--- config.mk ---
export PLATFORM = sky130hd
export DESIGN_NAME = ktr_front_flat
export DESIGN_NICKNAME = d
export VERILOG_FILES = /design/src/sv/ktr_pkg.sv /design/src/sv/ktr_if.sv /design/src/sv/ktr_front.sv /design/src/flat_wrapper.sv
export SDC_FILE = /design/constraint.sdc
export NUM_CORES = 1
export LEC_CHECK = 0
export BUFFER_PORTS_ARGS = -buffer_cell sky130_fd_sc_hd__buf_4
export CAP_MARGIN = 40
export CORE_AREA = 3 3 120 122
export DETAILED_ROUTE_END_ITERATION = 7
export DIE_AREA = 0 0 123 125
export GPL_TIMING_DRIVEN = 0
export PLACE_DENSITY = 0.56
export SLEW_MARGIN = 20
export SYNTH_ARGS = -nofsm -noshare
export SYNTH_HDL_FRONTEND = slang
export SYNTH_SLANG_ARGS = --single-unit
--- constraint.sdc ---
create_clock -name vclk -period 5.19
set_input_delay 0.519 -clock vclk [all_inputs]
set_output_delay 0.519 -clock vclk [all_outputs]
set_load 0.01 [all_outputs]
--- src/sv/ktr_pkg.sv ---
// ktr_pkg: shared types and constants for the 4x4 kernel table resampler
// no dependencies
package ktr_pkg;

  localparam int TabPerPix   = 256;
  localparam int FracBits    = $clog2(TabPerPix);
  localparam int KernelDepth = 2 * TabPerPix + 1;
  localparam int KernelAw    = $clog2(KernelDepth);
  localparam int PixelDepth  = 65536;
  localparam int PixelAw     = $clog2(PixelDepth);
  localparam int QueueDepth  = 4;
  localparam int QueueAw     = $clog2(QueueDepth);

  typedef enum logic [1:0] {
    REQ_KERNEL   = 2'd0,
    REQ_PIXEL    = 2'd1,
    REQ_RESAMPLE = 2'd2,
    REQ_NONE     = 2'd3
  } req_t;

  typedef enum logic [1:0] {
    ST_OK      = 2'd0,
    ST_OUTSIDE = 2'd1,
    ST_ZERO    = 2'd2
  } status_t;

  typedef enum logic [1:0] {
    CFG_WIDTH  = 2'd0,
    CFG_HEIGHT = 2'd1,
    CFG_ALPHA  = 2'd2
  } cfg_idx_t;

  typedef enum logic [3:0] {
    S_IDLE, S_WTS, S_SUM, S_DEN, S_CHECK, S_RD, S_ROW, S_ACC, S_DSTART,
    S_DIV, S_NEXTCH, S_OUT
  } bstate_t;

  // front to back: one classified resample job
  typedef struct packed {
    logic                outside;
    logic [FracBits-1:0] tx;
    logic [FracBits-1:0] ty;
    logic [10:0]         px;
    logic [10:0]         py;
  } job_t;

  typedef struct packed {
    logic [15:0] red;
    logic [15:0] green;
    logic [15:0] blue;
    logic [15:0] alpha;
    logic [1:0]  status;
  } result_t;

endpackage

--- src/sv/ktr_if.sv ---
// ktr_if: valid/ready channel interfaces for the resampler
// depends on ktr_pkg
interface ktr_in_if;
  import ktr_pkg::*;
  logic        valid;
  logic        ready;
  logic [1:0]  req_type;
  logic [15:0] index;
  logic signed [15:0] kernel_value;
  logic [15:0] red_in;
  logic [15:0] green_in;
  logic [15:0] blue_in;
  logic [15:0] alpha_in;
  logic signed [18:0] src_x;
  logic signed [18:0] src_y;
  modport source (output valid, req_type, index, kernel_value, red_in, green_in, blue_in,
                  alpha_in, src_x, src_y, input ready);
  modport sink (input valid, req_type, index, kernel_value, red_in, green_in, blue_in,
                alpha_in, src_x, src_y, output ready);
endinterface


--- src/sv/ktr_front.sv ---
// ktr_front: accepts beats, writes tables via ports, classifies resample points
// depends on ktr_pkg
module ktr_front import ktr_pkg::*; (
  input  logic        clk,
  input  logic        rst,
  ktr_in_if.sink      in_ch,
  input  logic [10:0] padded_width,
  input  logic [10:0] padded_height,
  input  logic        q_full,
  input  logic        q_nempty,
  input  logic        back_busy,
  output logic        q_push,
  output job_t        q_job,
  output logic        kwr_en,
  output logic [KernelAw-1:0] kwr_addr,
  output logic [15:0] kwr_data,
  output logic        pwr_en,
  output logic [PixelAw-1:0] pwr_addr,
  output logic [63:0] pwr_data
);
  logic acc;
  logic is_load;
  logic [10:0] ix, iy;
  logic [11:0] limx, limy;

  // a load waits until every earlier point has finished reading the tables
  assign is_load     = req_t'(in_ch.req_type) inside {REQ_KERNEL, REQ_PIXEL};
  assign in_ch.ready = !q_full && !(is_load && (q_nempty || back_busy));
  assign acc = in_ch.valid && in_ch.ready;

  // table writes
  assign kwr_en   = acc && req_t'(in_ch.req_type) == REQ_KERNEL &&
                    {1'b0, in_ch.index} < 17'(KernelDepth);
  assign kwr_addr = in_ch.index[KernelAw-1:0];
  assign kwr_data = in_ch.kernel_value;
  assign pwr_en   = acc && req_t'(in_ch.req_type) == REQ_PIXEL &&
                    {1'b0, in_ch.index} < 17'(PixelDepth);
  assign pwr_addr = in_ch.index[PixelAw-1:0];
  assign pwr_data = {in_ch.alpha_in, in_ch.blue_in, in_ch.green_in, in_ch.red_in};

  // classify point
  assign ix   = in_ch.src_x[18:FracBits];
  assign iy   = in_ch.src_y[18:FracBits];
  assign limx = {1'b0, padded_width} - 12'd3;
  assign limy = {1'b0, padded_height} - 12'd3;
  assign q_push = acc && req_t'(in_ch.req_type) == REQ_RESAMPLE;
  always_comb begin
    q_job.tx = in_ch.src_x[FracBits-1:0];
    q_job.ty = in_ch.src_y[FracBits-1:0];
    q_job.px = ix;
    q_job.py = iy;
    q_job.outside = in_ch.src_x[18] || in_ch.src_y[18] || ix == 11'd0 || iy == 11'd0 ||
                    padded_width < 11'd4 || padded_height < 11'd4 ||
                    {1'b0, ix} > limx || {1'b0, iy} > limy;
  end

  a_push_blocked: assert property (@(posedge clk) disable iff (rst) q_full |-> !q_push)
    else $error("push while queue full");
  a_load_quiet: assert property (@(posedge clk) disable iff (rst)
    kwr_en || pwr_en |-> !q_nempty && !back_busy) else $error("load while points pending");
  a_one_kind: assert property (@(posedge clk) disable iff (rst)
    q_push |-> !kwr_en && !pwr_en) else $error("push and load together");
endmodule

--- src/flat_wrapper.sv ---
// flat-port wrapper written by rule: the top's interface ports become plain ports
module ktr_front_flat import ktr_pkg::*;
  (clk, rst, padded_width, padded_height, q_full, q_nempty, back_busy, q_push, q_job, kwr_en, kwr_addr, kwr_data, pwr_en, pwr_addr, pwr_data, in_ch_valid, in_ch_req_type, in_ch_index, in_ch_kernel_value, in_ch_red_in, in_ch_green_in, in_ch_blue_in, in_ch_alpha_in, in_ch_src_x, in_ch_src_y, in_ch_ready);
  ktr_in_if in_ch_i ();
  input  logic clk;
  input  logic rst;
  input  logic [10:0] padded_width;
  input  logic [10:0] padded_height;
  input  logic q_full;
  input  logic q_nempty;
  input  logic back_busy;
  output logic q_push;
  output job_t q_job;
  output logic kwr_en;
  output logic [KernelAw-1:0] kwr_addr;
  output logic [15:0] kwr_data;
  output logic pwr_en;
  output logic [PixelAw-1:0] pwr_addr;
  output logic [63:0] pwr_data;
  input wire logic [$bits(in_ch_i.valid)-1:0] in_ch_valid;
  input wire logic [$bits(in_ch_i.req_type)-1:0] in_ch_req_type;
  input wire logic [$bits(in_ch_i.index)-1:0] in_ch_index;
  input wire logic [$bits(in_ch_i.kernel_value)-1:0] in_ch_kernel_value;
  input wire logic [$bits(in_ch_i.red_in)-1:0] in_ch_red_in;
  input wire logic [$bits(in_ch_i.green_in)-1:0] in_ch_green_in;
  input wire logic [$bits(in_ch_i.blue_in)-1:0] in_ch_blue_in;
  input wire logic [$bits(in_ch_i.alpha_in)-1:0] in_ch_alpha_in;
  input wire logic [$bits(in_ch_i.src_x)-1:0] in_ch_src_x;
  input wire logic [$bits(in_ch_i.src_y)-1:0] in_ch_src_y;
  output wire logic [$bits(in_ch_i.ready)-1:0] in_ch_ready;
  assign in_ch_i.valid = in_ch_valid;
  assign in_ch_i.req_type = in_ch_req_type;
  assign in_ch_i.index = in_ch_index;
  assign in_ch_i.kernel_value = in_ch_kernel_value;
  assign in_ch_i.red_in = in_ch_red_in;
  assign in_ch_i.green_in = in_ch_green_in;
  assign in_ch_i.blue_in = in_ch_blue_in;
  assign in_ch_i.alpha_in = in_ch_alpha_in;
  assign in_ch_i.src_x = in_ch_src_x;
  assign in_ch_i.src_y = in_ch_src_y;
  assign in_ch_ready = in_ch_i.ready;
  ktr_front u_core (.clk(clk), .rst(rst), .in_ch(in_ch_i), .padded_width(padded_width), .padded_height(padded_height), .q_full(q_full), .q_nempty(q_nempty), .back_busy(back_busy), .q_push(q_push), .q_job(q_job), .kwr_en(kwr_en), .kwr_addr(kwr_addr), .kwr_data(kwr_data), .pwr_en(pwr_en), .pwr_addr(pwr_addr), .pwr_data(pwr_data));
endmodule
==> results_dict.tcl <==
set metrics [dict create \
    synth_xor_area_share_pct 7.70 \
    fp.dieW_um 123 \
    ys_seq_area_share_pct 0 \
    syn2layout_area_growth_pct 89.6 \
    p_leak_nw 2.11 \
    fp.dieH_um 125 \
    path_cells "buf_4 > or4_4 > nor3_1 > xnor2_1 > ha_1 > a21o_1 > a21oi_1 > o21ai_0 > or3_1 > a211o_1 > buf_4" \
    syn_inst 278 \
    syn_avg_cell_area_um2 7.37 \
    setup_tns_ns 0 \
    stdcell_count 669 \
    finish.net_count 683 \
    path_class "input port to output pin" \
    synth.distinct_cells 28 \
    drive_above_1_share_pct 73.2 \
    yosys.area_share.simple_pct 16.1 \
    fmax_ghz 0.281 \
    drc_errors 0 \
    place_congestion 0.793 \
    syn_nets 466 \
    critPathMaxFanout 3 \
    path_common_cell "buf_4" \
    cap_violations 0 \
    hpwl_um 8040 \
    num_vias 2472 \
    critPathMaxStageDelay_ns 0.54 \
    dr.pass1.iters 4 \
    dp_worst_setup_slack_ns 1.61 \
    grt_pass1_vias 2542 \
    p_clk_share_pct 0 \
    start_util_pct 15.4 \
    placed_area_mm2 0.00388 \
    vias_per_cell 3.70 \
    peakVddDrop_uv 32.9 \
    register_area_um2 0 \
    netlist_area_mm2 0.00205 \
    finalWorstSetupSlack_ns 1.63 \
    antenna_found_initial 0 \
    die_area_mm2 0.0154 \
    cp.depth 11 \
    hold-path-cell-count 2 \
    tightest_slew_ns 0.604 \
    holdBufCountCts 0 \
    cp.required_ns 4.67 \
    hold_class "input port to output pin" \
    yosysWarnings 0 \
    seqPwrFrac_pct 0 \
    synthAdderAreaFrac_pct 14.7 \
    design_area_mm2 0.00388 \
    cp-start-kind "input port" \
    wl_per_cell_um 12.5 \
    antenna_left 0 \
    grt_max_degree 6 \
    p_int_uw 202 \
    finalCriticalPeriod_ns 3.56 \
    slowest_stage "or4_4" \
    clkbuf_count 0 \
    maxSlewHeadroom_pct 59.4 \
    design.core.area_mm2 0.0133 \
    port_buffers 215 \
    drv_slew 0 \
    switching_share_pct 38.5 \
    arrival_ns 3.04 \
    placedCellCount 669 \
    crit_family "simple AND/OR/NAND/NOR gates" \
    power_density_mw_per_mm2 84.5 \
    cts_setup_buffers 0 \
    grt_use_total_pct 9.38 \
    cp_num_buf_inv 2 \
    drtIter0Drc 19 \
    sequential_cell_total 0 \
    p_switching_uw 126 \
    fin_crit_sh_pct 68.5 \
    antenna_cells 0 \
    comb_power_share_pct 100.0 \
    grt_pass1_wl_um 11900 \
    synth_compound_area_share_pct 7.64 \
    io_pins 313 \
    drt_wl_total_um 8350 \
    status "finished, final reports clean" \
    grt_overflow_total 0 \
    hold_viol 0 \
    setup_viol 0 \
    synthMuxAreaShare_pct 0 \
    rows 42 \
    hold_ws_ns 1.21 \
    cp-end-kind "output pin" \
    cts_resized 0 \
    rsz0062_at_grt "no" \
    synth_top_family_by_area "buffers and inverters" \
]
-- stage by stage --
| stage | utilization (%) | total power, mW |
|---|---|---|
| 5_1_grt | 29.2 | 0.359 |
| 3_3_place_gp | 29.2 | 0.328 |
| 4_1_cts | 29.2 | 0.334 |
| 2_1_floorplan | - | 0.169 |
| 6_report | 29.2 | 0.328 |
| 3_5_place_dp | 29.2 | 0.333 |
-- path summary, 6_finish.rpt --
| path | from | to | slack [ns] |
|---|---|---|---|
| setup / recovery | padded_width[7] | q_job[38] | 1.63 |
| hold / removal | in_ch_red_in[10] | pwr_data[10] | 1.21 |
-- synth_stat cells, types with 2 or more instances --
cell | number | area (um2)
o211ai_1 | 2 | 15.0
xor2_1 | 7 | 61.3
nand2b_1 | 4 | 25.0
nand2_1 | 8 | 30.0
a21oi_1 | 11 | 55.1
a211o_1 | 2 | 17.5
nand4_1 | 5 | 31.3
o21ai_0 | 3 | 15.0
nor2b_1 | 2 | 12.5
nand3_1 | 5 | 25.0
a21o_1 | 2 | 15.0
or3_1 | 3 | 18.8
a31oi_1 | 2 | 12.5
nor2_1 | 12 | 45.0
ha_1 | 24 | 300
xnor2_1 | 11 | 96.3
buf_4 | 144 | 1080
nor4_1 | 9 | 56.3
inv_1 | 6 | 22.5
nor3_1 | 8 | 40.0
-- cell type report --
cell class                 instances  area [um2]
fill                            1440        9410
inverter                           6        22.5
multi-input combinational        128         945
buffer                           144        1080
timing repair buffer             215        1610
tap                              176         220
-- routing by layer --
layer | track usage [%] | vias up | part of all wire [%]
li1 | - | 1235 | -
met1 | 8.73 | 1061 | 30
met2 | 21.2 | 174 | 58
met3 | 1.54 | 2 | 12
met4 | 0.195 | 0 | 0.25
met5 | 0 | - | 0
-- cell families (layout without fill, tap and decap cells) --
kind of cell,after synthesis,in the layout
buffers and inverters,150,365
AND/OR/NAND/NOR,61,61
AO/OA/AOI/OAI,25,25
adder cells (fa/ha/maj),24,24
XOR/XNOR,18,18
-- power by group through the flow --
| stage | Sequential [mW] | Clock [mW] | Combinational [mW] |
|---|---|---|---|
| final | 0 | 0 | 0.328 |
| after global routing | 0 | 0 | 0.359 |
| after CTS | 0 | 0 | 0.334 |
| after detailed placement | 0 | 0 | 0.333 |
| after global placement | 0 | 0 | 0.328 |
| after floorplan | 0 | 0 | 0.169 |
-- placed cells by master (no fill, tap or decap), types with 3 or more instances in the layout --
cell type  instances
a21oi_1           11
buf_4            359
ha_1              24
inv_1              6
nand2_1            8
nand2b_1           4
nand3_1            5
nand4_1            5
nor2_1            12
nor3_1             8
nor4_1             9
o21ai_0            3
or3_1              3
xnor2_1           11
xor2_1             7
(Power assumes the default switching activity.)
